File: src/design/hpc_pkg.sv
// Package for the heater PWM controller: shared types, register map and constants.
// No dependencies; imported by hpc_cfg, hpc_alu and heater_pwm_controller_top.
package hpc_pkg;

    // Register widths
    localparam int PERIOD_W   = 12;
    localparam int DEBOUNCE_W = 10;
    localparam int REFRESH_W  = 16;
    localparam int THRESH_W   = 12;

    // Item field widths
    localparam int BTN_W  = 2;
    localparam int POT_W  = 12;
    localparam int PCT_W  = 7;
    localparam int TICK_W = 32;

    // Configuration port
    localparam int CFG_ADDR_W = 4;
    localparam int CFG_DATA_W = 32;

    // Register indexes (paddr[3:2])
    localparam logic [1:0] REG_PWM_PERIOD       = 2'd0;
    localparam logic [1:0] REG_DEBOUNCE_TICKS   = 2'd1;
    localparam logic [1:0] REG_REFRESH_TICKS    = 2'd2;
    localparam logic [1:0] REG_CHANGE_THRESHOLD = 2'd3;

    // Register reset values
    localparam logic [PERIOD_W-1:0]   RST_PWM_PERIOD       = 12'd2975;
    localparam logic [DEBOUNCE_W-1:0] RST_DEBOUNCE_TICKS   = 10'd30;
    localparam logic [REFRESH_W-1:0]  RST_REFRESH_TICKS    = 16'd500;
    localparam logic [THRESH_W-1:0]   RST_CHANGE_THRESHOLD = 12'd100;

    // Debounced button codes that act on power
    localparam logic [BTN_W-1:0] BTN_CODE_ON   = 2'd0;
    localparam logic [BTN_W-1:0] BTN_CODE_HOLD = 2'd1;

    // Percent divider: numerator pot*1000, divisor (period-5)*10
    localparam int NUM_W     = 22;
    localparam int DEN_W     = 16;
    localparam int DIV_STEPS = NUM_W;
    localparam int CNT_W     = 5;
    localparam logic [PERIOD_W-1:0] PERIOD_OFFSET = 12'd5;
    localparam logic [PCT_W-1:0]    PCT_MAX       = 7'd100;

    // Shared adder/subtractor
    localparam int ALU_W = 32;

    typedef struct packed {
        logic [PERIOD_W-1:0]   pwm_period;
        logic [DEBOUNCE_W-1:0] debounce_ticks;
        logic [REFRESH_W-1:0]  refresh_ticks;
        logic [THRESH_W-1:0]   change_threshold;
    } cfg_t;

    typedef struct packed {
        logic [ALU_W-1:0] a;
        logic [ALU_W-1:0] b;
        logic             sub;
    } alu_req_t;

    typedef struct packed {
        logic [ALU_W-1:0] y;
        logic             borrow;
    } alu_res_t;

endpackage

File: src/design/heater_pwm_controller_top.sv
// Heater PWM controller, top level.
// Uses hpc_pkg, hpc_cfg (APB registers) and hpc_alu (shared add/subtract unit).
//
// One input transfer is one millisecond tick: s_tdata carries the two raw button
// levels and the potentiometer code. For each tick the block debounces the
// buttons, switches power on or off, refreshes the duty from the pot (on the
// refresh interval or on a large pot move), recomputes the rounded percent and
// drives a time-proportional heater key from a phase counter. Exactly one result
// transfer leaves on m_tdata/m_tuser per input transfer.
//
// Sequencing: a small sequencer walks one 32-bit adder/subtractor through the tick
// increment, both interval tests, the pot difference, the threshold compare, a
// 22-step restoring division, rounding and the cap for the percent. s_tready is
// high only while the sequencer is idle, so the block takes no new tick before it
// has finished the previous one.
//
// The result sits in an output register; the sequencer accepts the next tick
// while it waits, and only stalls in its final step if m_tready holds the
// previous result. After reset power is off, all counters are zero and the
// registers hold their default values.
module heater_pwm_controller_top (
    input  logic        clk,
    input  logic        rst_n,
    // APB configuration port
    input  logic        psel,
    input  logic        penable,
    input  logic        pwrite,
    input  logic [3:0]  paddr,
    input  logic [31:0] pwdata,
    output logic [31:0] prdata,
    output logic        pready,
    // Tick input stream
    input  logic        s_tvalid,
    output logic        s_tready,
    input  logic [15:0] s_tdata,  // [1:0] button_levels, [13:2] pot_code, [15:14] zero
    // Result stream
    output logic        m_tvalid,
    input  logic        m_tready,
    output logic [15:0] m_tdata,  // [0] heater_key, [1] led_out, [2] power_enabled,
                                  // [9:3] percent, [15:10] zero
    output logic        m_tuser   // [0] percent_valid
);
    import hpc_pkg::*;

    // Sequencer states
    localparam logic [3:0] S_IDLE = 4'd0;
    localparam logic [3:0] S_TICK = 4'd1;
    localparam logic [3:0] S_DEB0 = 4'd2;
    localparam logic [3:0] S_DEB1 = 4'd3;
    localparam logic [3:0] S_DEB2 = 4'd4;
    localparam logic [3:0] S_REF0 = 4'd5;
    localparam logic [3:0] S_REF1 = 4'd6;
    localparam logic [3:0] S_REF2 = 4'd7;
    localparam logic [3:0] S_POT0 = 4'd8;
    localparam logic [3:0] S_POT1 = 4'd9;
    localparam logic [3:0] S_THR  = 4'd10;
    localparam logic [3:0] S_DIV  = 4'd11;
    localparam logic [3:0] S_RND  = 4'd12;
    localparam logic [3:0] S_INC  = 4'd13;
    localparam logic [3:0] S_CAP  = 4'd14;
    localparam logic [3:0] S_KEY  = 4'd15;

    cfg_t     cfg;
    alu_req_t alu_req;
    alu_res_t alu_res;

    hpc_cfg u_cfg (
        .clk     (clk),
        .rst_n   (rst_n),
        .psel    (psel),
        .penable (penable),
        .pwrite  (pwrite),
        .paddr   (paddr),
        .pwdata  (pwdata),
        .prdata  (prdata),
        .pready  (pready),
        .cfg     (cfg)
    );

    hpc_alu u_alu (
        .req (alu_req),
        .res (alu_res)
    );

    // Control state
    logic [3:0]          state_reg,   state_next;
    logic [TICK_W-1:0]   tick_reg,    tick_next;
    logic [TICK_W-1:0]   dmark_reg,   dmark_next;
    logic [TICK_W-1:0]   rmark_reg,   rmark_next;
    logic [BTN_W-1:0]    stable_reg,  stable_next;
    logic                power_reg,   power_next;
    logic [POT_W-1:0]    last_pot_reg, last_pot_next;
    logic [POT_W-1:0]    duty_reg,    duty_next;
    logic [PCT_W-1:0]    pct_reg,     pct_next;
    logic [PERIOD_W-1:0] phase_reg,   phase_next;
    logic [CNT_W-1:0]    cnt_reg,     cnt_next;
    logic                m_valid_reg, m_valid_next;

    // Working registers of the current tick
    logic [BTN_W-1:0]    btn_reg,     btn_next;
    logic [POT_W-1:0]    pot_reg,     pot_next;
    logic [TICK_W-1:0]   tmp_reg,     tmp_next;
    logic                due_reg,     due_next;
    logic                pvalid_reg,  pvalid_next;
    logic                round_reg,   round_next;
    logic [NUM_W-1:0]    q_reg,       q_next;
    logic [DEN_W-1:0]    rem_reg,     rem_next;
    logic [DEN_W-1:0]    d_reg,       d_next;
    logic [15:0]         out_data_reg, out_data_next;
    logic                out_user_reg, out_user_next;

    // Divider operands: pot*1000 = pot*1024 - pot*16 - pot*8,
    // divisor = (period-5)*10 with a floor of 10.
    logic [NUM_W-1:0]    num_calc;
    logic [PERIOD_W-1:0] pm5;
    logic [DEN_W-1:0]    d_calc;
    logic                key;
    logic [PERIOD_W:0]   phase_inc;
    logic                slot_free;

    assign num_calc = {pot_reg, 10'b0}
                    - {{(NUM_W-POT_W-4){1'b0}}, pot_reg, 4'b0}
                    - {{(NUM_W-POT_W-3){1'b0}}, pot_reg, 3'b0};
    assign pm5      = (cfg.pwm_period > PERIOD_OFFSET) ? (cfg.pwm_period - PERIOD_OFFSET)
                                                       : {{(PERIOD_W-1){1'b0}}, 1'b1};
    assign d_calc   = {1'b0, pm5, 3'b0} + {3'b0, pm5, 1'b0};

    assign key       = power_reg && (phase_reg < duty_reg);
    assign phase_inc = {1'b0, phase_reg} + {{PERIOD_W{1'b0}}, 1'b1};
    assign slot_free = !m_valid_reg || m_tready;

    assign s_tready = (state_reg == S_IDLE);
    assign m_tvalid = m_valid_reg;
    assign m_tdata  = out_data_reg;
    assign m_tuser  = out_user_reg;

    always_comb
    begin
        state_next    = state_reg;
        tick_next     = tick_reg;
        dmark_next    = dmark_reg;
        rmark_next    = rmark_reg;
        stable_next   = stable_reg;
        power_next    = power_reg;
        last_pot_next = last_pot_reg;
        duty_next     = duty_reg;
        pct_next      = pct_reg;
        phase_next    = phase_reg;
        cnt_next      = cnt_reg;
        btn_next      = btn_reg;
        pot_next      = pot_reg;
        tmp_next      = tmp_reg;
        due_next      = due_reg;
        pvalid_next   = pvalid_reg;
        round_next    = round_reg;
        q_next        = q_reg;
        rem_next      = rem_reg;
        d_next        = d_reg;
        out_data_next = out_data_reg;
        out_user_next = out_user_reg;
        m_valid_next  = m_valid_reg && !m_tready;

        alu_req.a   = tick_reg;
        alu_req.b   = '0;
        alu_req.sub = 1'b1;

        case (state_reg)
            S_IDLE:
            begin
                if (s_tvalid)
                begin
                    btn_next    = s_tdata[BTN_W-1:0];
                    pot_next    = s_tdata[BTN_W+POT_W-1:BTN_W];
                    due_next    = 1'b0;
                    pvalid_next = 1'b0;
                    state_next  = S_TICK;
                end
            end
            S_TICK:
            begin
                // Advance the free-running tick counter
                alu_req.a   = tick_reg;
                alu_req.b   = {{(ALU_W-1){1'b0}}, 1'b1};
                alu_req.sub = 1'b0;
                tick_next   = alu_res.y;
                state_next  = S_DEB0;
            end
            S_DEB0:
            begin
                alu_req.a = tick_reg;
                alu_req.b = dmark_reg;
                tmp_next  = alu_res.y;
                if (btn_reg == stable_reg)
                begin
                    dmark_next = tick_reg;
                    state_next = S_REF0;
                end
                else
                begin
                    state_next = S_DEB1;
                end
            end
            S_DEB1:
            begin
                alu_req.a  = tmp_reg;
                alu_req.b  = {{(ALU_W-DEBOUNCE_W){1'b0}}, cfg.debounce_ticks};
                state_next = alu_res.borrow ? S_REF0 : S_DEB2;
            end
            S_DEB2:
            begin
                // Level persisted long enough: take it and act on power
                alu_req.a   = dmark_reg;
                alu_req.b   = {{(ALU_W-DEBOUNCE_W){1'b0}}, cfg.debounce_ticks};
                alu_req.sub = 1'b0;
                dmark_next  = alu_res.y;
                stable_next = btn_reg;
                case (btn_reg)
                    BTN_CODE_ON:   power_next = 1'b1;
                    BTN_CODE_HOLD: power_next = power_reg;
                    default:       power_next = 1'b0;
                endcase
                state_next = S_REF0;
            end
            S_REF0:
            begin
                alu_req.a  = tick_reg;
                alu_req.b  = rmark_reg;
                tmp_next   = alu_res.y;
                state_next = S_REF1;
            end
            S_REF1:
            begin
                alu_req.a  = tmp_reg;
                alu_req.b  = {{(ALU_W-REFRESH_W){1'b0}}, cfg.refresh_ticks};
                due_next   = !alu_res.borrow;
                state_next = alu_res.borrow ? S_POT0 : S_REF2;
            end
            S_REF2:
            begin
                alu_req.a   = rmark_reg;
                alu_req.b   = {{(ALU_W-REFRESH_W){1'b0}}, cfg.refresh_ticks};
                alu_req.sub = 1'b0;
                rmark_next  = alu_res.y;
                state_next  = S_POT0;
            end
            S_POT0:
            begin
                alu_req.a  = {{(ALU_W-POT_W){1'b0}}, pot_reg};
                alu_req.b  = {{(ALU_W-POT_W){1'b0}}, last_pot_reg};
                tmp_next   = alu_res.y;
                state_next = alu_res.borrow ? S_POT1 : S_THR;
            end
            S_POT1:
            begin
                // Pot moved down: take the difference the other way round
                alu_req.a  = {{(ALU_W-POT_W){1'b0}}, last_pot_reg};
                alu_req.b  = {{(ALU_W-POT_W){1'b0}}, pot_reg};
                tmp_next   = alu_res.y;
                state_next = S_THR;
            end
            S_THR:
            begin
                alu_req.a  = {{(ALU_W-THRESH_W){1'b0}}, cfg.change_threshold};
                alu_req.b  = tmp_reg;
                state_next = S_KEY;
                if (due_reg || alu_res.borrow)
                begin
                    last_pot_next = pot_reg;
                    if (power_reg)
                    begin
                        q_next     = num_calc;
                        rem_next   = '0;
                        d_next     = d_calc;
                        cnt_next   = '0;
                        state_next = S_DIV;
                    end
                end
            end
            S_DIV:
            begin
                // One restoring division step: shift in the next numerator bit
                alu_req.a = {{(ALU_W-DEN_W-1){1'b0}}, rem_reg, q_reg[NUM_W-1]};
                alu_req.b = {{(ALU_W-DEN_W){1'b0}}, d_reg};
                if (alu_res.borrow)
                begin
                    rem_next = {rem_reg[DEN_W-2:0], q_reg[NUM_W-1]};
                    q_next   = {q_reg[NUM_W-2:0], 1'b0};
                end
                else
                begin
                    rem_next = alu_res.y[DEN_W-1:0];
                    q_next   = {q_reg[NUM_W-2:0], 1'b1};
                end
                cnt_next = cnt_reg + 1'b1;
                if (cnt_reg == CNT_W'(DIV_STEPS - 1))
                begin
                    state_next = S_RND;
                end
            end
            S_RND:
            begin
                // Round up when the remainder exceeds half the divisor
                alu_req.a  = {{(ALU_W-DEN_W+1){1'b0}}, d_reg[DEN_W-1:1]};
                alu_req.b  = {{(ALU_W-DEN_W){1'b0}}, rem_reg};
                round_next = alu_res.borrow;
                state_next = S_INC;
            end
            S_INC:
            begin
                alu_req.a   = {{(ALU_W-NUM_W){1'b0}}, q_reg};
                alu_req.b   = {{(ALU_W-1){1'b0}}, round_reg};
                alu_req.sub = 1'b0;
                q_next      = alu_res.y[NUM_W-1:0];
                state_next  = S_CAP;
            end
            S_CAP:
            begin
                alu_req.a   = {{(ALU_W-PCT_W){1'b0}}, PCT_MAX};
                alu_req.b   = {{(ALU_W-NUM_W){1'b0}}, q_reg};
                pvalid_next = 1'b1;
                if (alu_res.borrow)
                begin
                    pct_next  = PCT_MAX;
                    duty_next = cfg.pwm_period;
                end
                else
                begin
                    pct_next  = q_reg[PCT_W-1:0];
                    duty_next = pot_reg;
                end
                state_next = S_KEY;
            end
            S_KEY:
            begin
                // Hold here while the previous result is still stalled
                if (slot_free)
                begin
                    out_data_next = {6'b0, pct_reg, power_reg, !key, key};
                    out_user_next = pvalid_reg;
                    m_valid_next  = 1'b1;
                    if ((cfg.pwm_period == '0) ||
                        (phase_inc >= {1'b0, cfg.pwm_period}))
                    begin
                        phase_next = '0;
                    end
                    else
                    begin
                        phase_next = phase_inc[PERIOD_W-1:0];
                    end
                    state_next = S_IDLE;
                end
            end
            default:
            begin
                state_next = S_IDLE;
            end
        endcase
    end

    always_ff @(posedge clk or negedge rst_n)
    begin
        if (!rst_n)
        begin
            state_reg    <= S_IDLE;
            tick_reg     <= '0;
            dmark_reg    <= '0;
            rmark_reg    <= '0;
            stable_reg   <= '0;
            power_reg    <= 1'b0;
            last_pot_reg <= '0;
            duty_reg     <= '0;
            pct_reg      <= '0;
            phase_reg    <= '0;
            cnt_reg      <= '0;
            m_valid_reg  <= 1'b0;
        end
        else
        begin
            state_reg    <= state_next;
            tick_reg     <= tick_next;
            dmark_reg    <= dmark_next;
            rmark_reg    <= rmark_next;
            stable_reg   <= stable_next;
            power_reg    <= power_next;
            last_pot_reg <= last_pot_next;
            duty_reg     <= duty_next;
            pct_reg      <= pct_next;
            phase_reg    <= phase_next;
            cnt_reg      <= cnt_next;
            m_valid_reg  <= m_valid_next;
        end
    end

    // Payload of the current tick and the output register
    always_ff @(posedge clk)
    begin
        btn_reg      <= btn_next;
        pot_reg      <= pot_next;
        tmp_reg      <= tmp_next;
        due_reg      <= due_next;
        pvalid_reg   <= pvalid_next;
        round_reg    <= round_next;
        q_reg        <= q_next;
        rem_reg      <= rem_next;
        d_reg        <= d_next;
        out_data_reg <= out_data_next;
        out_user_reg <= out_user_next;
    end

    // An accepted tick always starts the sequencer
    a_accept_starts: assert property (@(posedge clk) disable iff (!rst_n)
        (s_tvalid && s_tready) |=> (state_reg == S_TICK))
        else $error("accepted tick did not start the sequencer");

    // A fresh percent is only reported with power on
    a_pvalid_power: assert property (@(posedge clk) disable iff (!rst_n)
        (m_tvalid && m_tuser) |-> m_tdata[2])
        else $error("percent_valid without power enabled");

    // The heater key never drives with power off
    a_key_power: assert property (@(posedge clk) disable iff (!rst_n)
        (m_tvalid && m_tdata[0]) |-> m_tdata[2])
        else $error("heater key on while power is off");

    // The stored percent never exceeds the cap
    a_pct_cap: assert property (@(posedge clk) disable iff (!rst_n)
        pct_reg <= PCT_MAX)
        else $error("percent above cap");

    // A result only loads from the final sequencer step
    a_load_from_key: assert property (@(posedge clk) disable iff (!rst_n)
        $rose(m_tvalid) |-> ($past(state_reg) == S_KEY))
        else $error("result loaded outside the final step");

endmodule

File: src/design/hpc_cfg.sv
// APB-style configuration registers of the heater PWM controller.
// Depends on hpc_pkg for the register map, widths and reset values.
module hpc_cfg (
    input  logic                           clk,
    input  logic                           rst_n,
    input  logic                           psel,
    input  logic                           penable,
    input  logic                           pwrite,
    input  logic [hpc_pkg::CFG_ADDR_W-1:0] paddr,
    input  logic [hpc_pkg::CFG_DATA_W-1:0] pwdata,
    output logic [hpc_pkg::CFG_DATA_W-1:0] prdata,
    output logic                           pready,
    output hpc_pkg::cfg_t                  cfg
);
    import hpc_pkg::*;

    cfg_t       cfg_reg;
    cfg_t       cfg_next;
    logic [1:0] reg_idx;
    logic       wr_en;

    assign pready  = 1'b1;
    assign reg_idx = paddr[3:2];
    assign wr_en   = psel && penable && pwrite && pready;

    always_comb
    begin
        cfg_next = cfg_reg;
        if (wr_en)
        begin
            case (reg_idx)
                REG_PWM_PERIOD:       cfg_next.pwm_period       = pwdata[PERIOD_W-1:0];
                REG_DEBOUNCE_TICKS:   cfg_next.debounce_ticks   = pwdata[DEBOUNCE_W-1:0];
                REG_REFRESH_TICKS:    cfg_next.refresh_ticks    = pwdata[REFRESH_W-1:0];
                REG_CHANGE_THRESHOLD: cfg_next.change_threshold = pwdata[THRESH_W-1:0];
                default:              cfg_next = cfg_reg;
            endcase
        end
    end

    always_ff @(posedge clk or negedge rst_n)
    begin
        if (!rst_n)
        begin
            cfg_reg.pwm_period       <= RST_PWM_PERIOD;
            cfg_reg.debounce_ticks   <= RST_DEBOUNCE_TICKS;
            cfg_reg.refresh_ticks    <= RST_REFRESH_TICKS;
            cfg_reg.change_threshold <= RST_CHANGE_THRESHOLD;
        end
        else
        begin
            cfg_reg <= cfg_next;
        end
    end

    always_comb
    begin
        case (reg_idx)
            REG_PWM_PERIOD:
                prdata = {{(CFG_DATA_W-PERIOD_W){1'b0}}, cfg_reg.pwm_period};
            REG_DEBOUNCE_TICKS:
                prdata = {{(CFG_DATA_W-DEBOUNCE_W){1'b0}}, cfg_reg.debounce_ticks};
            REG_REFRESH_TICKS:
                prdata = {{(CFG_DATA_W-REFRESH_W){1'b0}}, cfg_reg.refresh_ticks};
            REG_CHANGE_THRESHOLD:
                prdata = {{(CFG_DATA_W-THRESH_W){1'b0}}, cfg_reg.change_threshold};
            default:
                prdata = '0;
        endcase
    end

    assign cfg = cfg_reg;

endmodule

File: src/design/hpc_alu.sv
// Shared 32-bit adder/subtractor used by the arithmetic steps of the controller sequencer.
// Depends on hpc_pkg for the request and result structs.
module hpc_alu (
    input  hpc_pkg::alu_req_t req,
    output hpc_pkg::alu_res_t res
);
    import hpc_pkg::*;

    logic [ALU_W-1:0] b_eff;
    logic [ALU_W:0]   sum;

    // Subtract as a + ~b + 1; a missing carry out means a borrow.
    assign b_eff      = req.sub ? ~req.b : req.b;
    assign sum        = {1'b0, req.a} + {1'b0, b_eff} + {{ALU_W{1'b0}}, req.sub};
    assign res.y      = sum[ALU_W-1:0];
    assign res.borrow = req.sub && !sum[ALU_W];

endmodule

File: config.mk
export PLATFORM = sky130hd
export DESIGN_NAME = heater_pwm_controller_top
export DESIGN_NICKNAME = d
export VERILOG_FILES = /design/src/design/hpc_pkg.sv /design/src/design/heater_pwm_controller_top.sv /design/src/design/hpc_cfg.sv /design/src/design/hpc_alu.sv
export SDC_FILE = /design/constraint.sdc
export NUM_CORES = 1
export LEC_CHECK = 0
export ABC_AREA = 1
export BUFFER_PORTS_ARGS = -buffer_cell sky130_fd_sc_hd__clkbuf_2
export CAP_MARGIN = 30
export CORE_ASPECT_RATIO = 0.8
export CORE_MARGIN = 3
export CORE_UTILIZATION = 50
export DETAILED_ROUTE_END_ITERATION = 16
export PLACE_DENSITY = 0.7
export SLEW_MARGIN = 20
export SYNTH_ARGS = -nofsm -noshare
export SYNTH_HDL_FRONTEND = slang
export SYNTH_HIERARCHICAL = 1
export SYNTH_SLANG_ARGS = --single-unit
File: constraint.sdc
create_clock -name clk -period 5.3 [get_ports clk]
set_clock_uncertainty 0.1 [all_clocks]
set_input_delay 1.06 -clock clk [delete_from_list [all_inputs] [get_ports clk]]
set_output_delay 1.06 -clock clk [all_outputs]
set_load 0.02 [all_outputs]
==> summary.md <==
| Metric | Value |
|---|---|
| Outcome | complete, no violations |
| Area grow syn2layout | 10.8% |
| RSZ-0062 raised after global routing | no |
| Least-Margin Pin Slew | a little under 1000 ps |
| Relative slew margins | 0.347 |
| Largest net degree at the start of global routing | 83 |
| Row cnt | 66 |
| Startpoint Class | register |
| Clk_lat worst skew | about 570 ps |
| Root Buffer | clkbuf_16 |
| Starting Density | 0.510 |
| Commonest non-fill, non-tap cell in the layout | nand2_1 |
| Critical path fanouts, max | 18 |
| Post-synthesis sequential area ratio | 0.405 |
| Peak Freq | roughly 0.20 GHz |
| GRT busiest layer | met1 |
| Critical Path Sink Type | register |
| Post-route minimum period | between 5000 and 6000 ps |
| Antenna Nets Post-Route | 0 |
| IO Port Bufs | 67 |
| WP data required | 5460 ps |
| Setup Buffers After CTS | 0 |
| Yosys warns | 6 |
| IO Count | approximately 110 |
| Setup TNS | 0 ps |
| Via count | 20,000 |
| Finished Layout Cells | roughly 3,400 |
| Max_cap viols | 0 |
| Synth Instances | 2,718 |
| Layout cell share with drive strength beyond 1 | 0.112 |
| Most frequent cells in the layout | nand2_1 (746), inv_1 (355), o21ai_0 (200) |
| Clk sinks | between 300 and 400 |
| Clock slew at reported path FFs | roughly 60 ps |
| Routability cong. | about 1.0 |
| Antenna violations before repair | 2 |
| Distinct cells, synth | roughly 60 |
| Htree depth | 2 |
| Initial drt markers | between 2,000 and 3,000 |
| Placed wire-length estimate | 56,800 microns |
| Vias in the first global route | between 15,000 and 20,000 |
| CTS Hold Bufs | 0 |
| Chip height | about 190 microns |
| Hold crit path type | register to register |
| Placed insts | 3,284 |
| Min Hold Slack | 326 ps |
| First-pass GRT wire length | roughly 120,000 microns |
| CTS Buf Count | 35 |
| Number of flip-flops in the largest register | 50 |
| DP Worst Slack | about 520 ps |
| Met1 Use GR | 0.506 |
| Post-synth EDFFs | 113 |
| Wire per inst | ~23 microns |
| Setup ws final | ~260 ps |
| Synth async-reset ratio | 0.641 |
| M3 GR Usage | 0.126 |
| Residual DRC count | 0 |
| Die area | 44,400 sq um |
| Synth Flop Type | dfrtp_1 |
| DRT Pass-1 Iters | 8 |
| Die width | 235 microns |
| Final setup violating endpoints | 0 |
| CTS tree | built |
| Pins Over Slew Limit | 0 |
| Routed Wire Length | 76,000 microns |
| FF+latch count, synth | 315 |
| Post-synthesis cell area | 20,900 sq um |
| All-layer global routing usage | 0.339 |
| Core area | about 41,000 sq um |
| Clock tree buffer depth | 3 |
| Fin. Hold Viols | 0 |
| Vias per Instance | 5.96 |
| Syn avg cell area | 7.71 sq um |
| Grt ovf | 0 |
| GR Layer Usage met2 | 0.451 |
| Crit path DAT | 5200 ps |
| Tcrit/Tclk final | 0.951 |
| Crit Path Category | register to register |
| Final layout net count | ~3,000 |
==> worst max-delay path, cell delays in order, from the launching register on <==
cell and delay, ps:
dfrtp_1 420, nand2_1 250, nor2_4 70, inv_2 390, nor2_1 80, inv_1 90, o21ai_0 330, a221oi_1 370
nand3_1 180, xor2_1 170, ha_1 350, a21oi_1 190, nand2_2 110, nand2_1 70, nand2_1 120, nand3_1 120
nand3_1 110, a21oi_2 360, or2_2 200, nand2_1 100, nor2_1 290, buf_12 220
==> per-layer routing <==
| metal | part of all wire | routed length [microns] |
|---|---|---|
| met2 | 0.39 | 29500 |
| met4 | 0.029 | 2220 |
| met5 | 0 | 0 |
| met3 | 0.14 | 10400 |
| met1 | 0.45 | 33900 |
==> area by class of cell <==
class / instances / area (sq um)
clock buffers: 46 / 988
inverters: 376 / 1410
multi-input cells: 1921 / 10500
well taps: 544 / 681
repair buffers: 129 / 897
diodes: 1 / 2.50
flip-flops and latches: 315 / 8480
clock inverters: 18 / 209
fillers: 3853 / 17800
==> synth_stat cells (5+ instances only) <==
| cell type | instances | share of area |
|---|---|---|
| xor2_1 | 56 | 0.023 |
| clkbuf_1 | 55 | 0.0099 |
| o21ai_0 | 201 | 0.048 |
| o21ai_2 | 5 | 0.0021 |
| dfrtp_1 | 180 | 0.22 |
| a21oi_1 | 96 | 0.023 |
| a31oi_1 | 10 | 0.0030 |
| fa_1 | 7 | 0.0067 |
| o22ai_1 | 33 | 0.0099 |
| a211oi_1 | 8 | 0.0029 |
| nor2_4 | 6 | 0.0032 |
| edfxtp_1 | 113 | 0.16 |
| nor3_1 | 14 | 0.0033 |
| buf_2 | 27 | 0.0065 |
| nor2_2 | 12 | 0.0036 |
| xnor2_1 | 11 | 0.0046 |
| o21ai_1 | 23 | 0.0055 |
| or2_2 | 5 | 0.0015 |
| nand4_1 | 41 | 0.012 |
| inv_2 | 18 | 0.0032 |
| inv_1 | 356 | 0.064 |
| buf_1 | 12 | 0.0021 |
| nand2_2 | 22 | 0.0066 |
| o221ai_1 | 21 | 0.0088 |
| o2111ai_1 | 21 | 0.0088 |
| a221oi_1 | 55 | 0.023 |
| nor2_1 | 166 | 0.030 |
| buf_4 | 29 | 0.010 |
| o211ai_1 | 59 | 0.021 |
| nor3_2 | 5 | 0.0024 |
| nand3_2 | 9 | 0.0043 |
| ha_1 | 91 | 0.054 |
| dfstp_2 | 22 | 0.028 |
| a22oi_1 | 15 | 0.0054 |
| nand3_1 | 118 | 0.028 |
| nand2_1 | 746 | 0.13 |
| o21bai_1 | 8 | 0.0029 |
==> logic make-up (layout without fill, tap and decap cells) <==
| logic type | Yosys count | after routing | share of synthesized area |
|---|---|---|---|
| AO/OA/AOI/OAI | 575 | 575 | 0.172 |
| other | 3 | 24 | 0.000537 |
| buffers and inverters | 502 | 569 | 0.0982 |
| XOR/XNOR | 67 | 67 | 0.0280 |
| AND/OR/NAND/NOR | 1158 | 1158 | 0.235 |
| adder cells (fa/ha/maj) | 98 | 98 | 0.0610 |
| flip-flops | 315 | 315 | 0.405 |
==> final timing paths <==
| check | startpoint | depth (start not counted) | slack, ps | to |
|---|---|---|---|---|
| min in group asynchronous | rst_n | 1 | 430 | m_tvalid |
| worst max register to register | state_reg[2] | 21 | 260 | d_reg[11] |
| worst min-delay path | pvalid_reg | 0 | 330 | m_tuser |
| worst min register to register | pvalid_reg | 0 | 330 | m_tuser |
| max in group asynchronous | rst_n | 2 | 3560 | tick_reg[4] |
| worst max-delay path | state_reg[2] | 21 | 260 | d_reg[11] |
==> through the flow <==
| stage | instance area, sq um | utilization |
|---|---|---|
| floorplan | 21000 | - |
| detailed placement | 22000 | 0.536 |
| global route | 23200 | 0.566 |
| finish | 23200 | 0.566 |
| CTS | 23200 | 0.565 |
| global placement | 22000 | 0.536 |
==> repair_timing <==
| action | 4_1_cts | 5_1_grt |
|---|---|---|
| resized for setup | 0 | 1 |
| endpoints found under the setup margin | 0 | 2 |
| hold endpoints to repair | 0 | 0 |
Power is not shown: default switching activity piles up to over one toggle a cycle in this logic, so the estimate is an artifact.
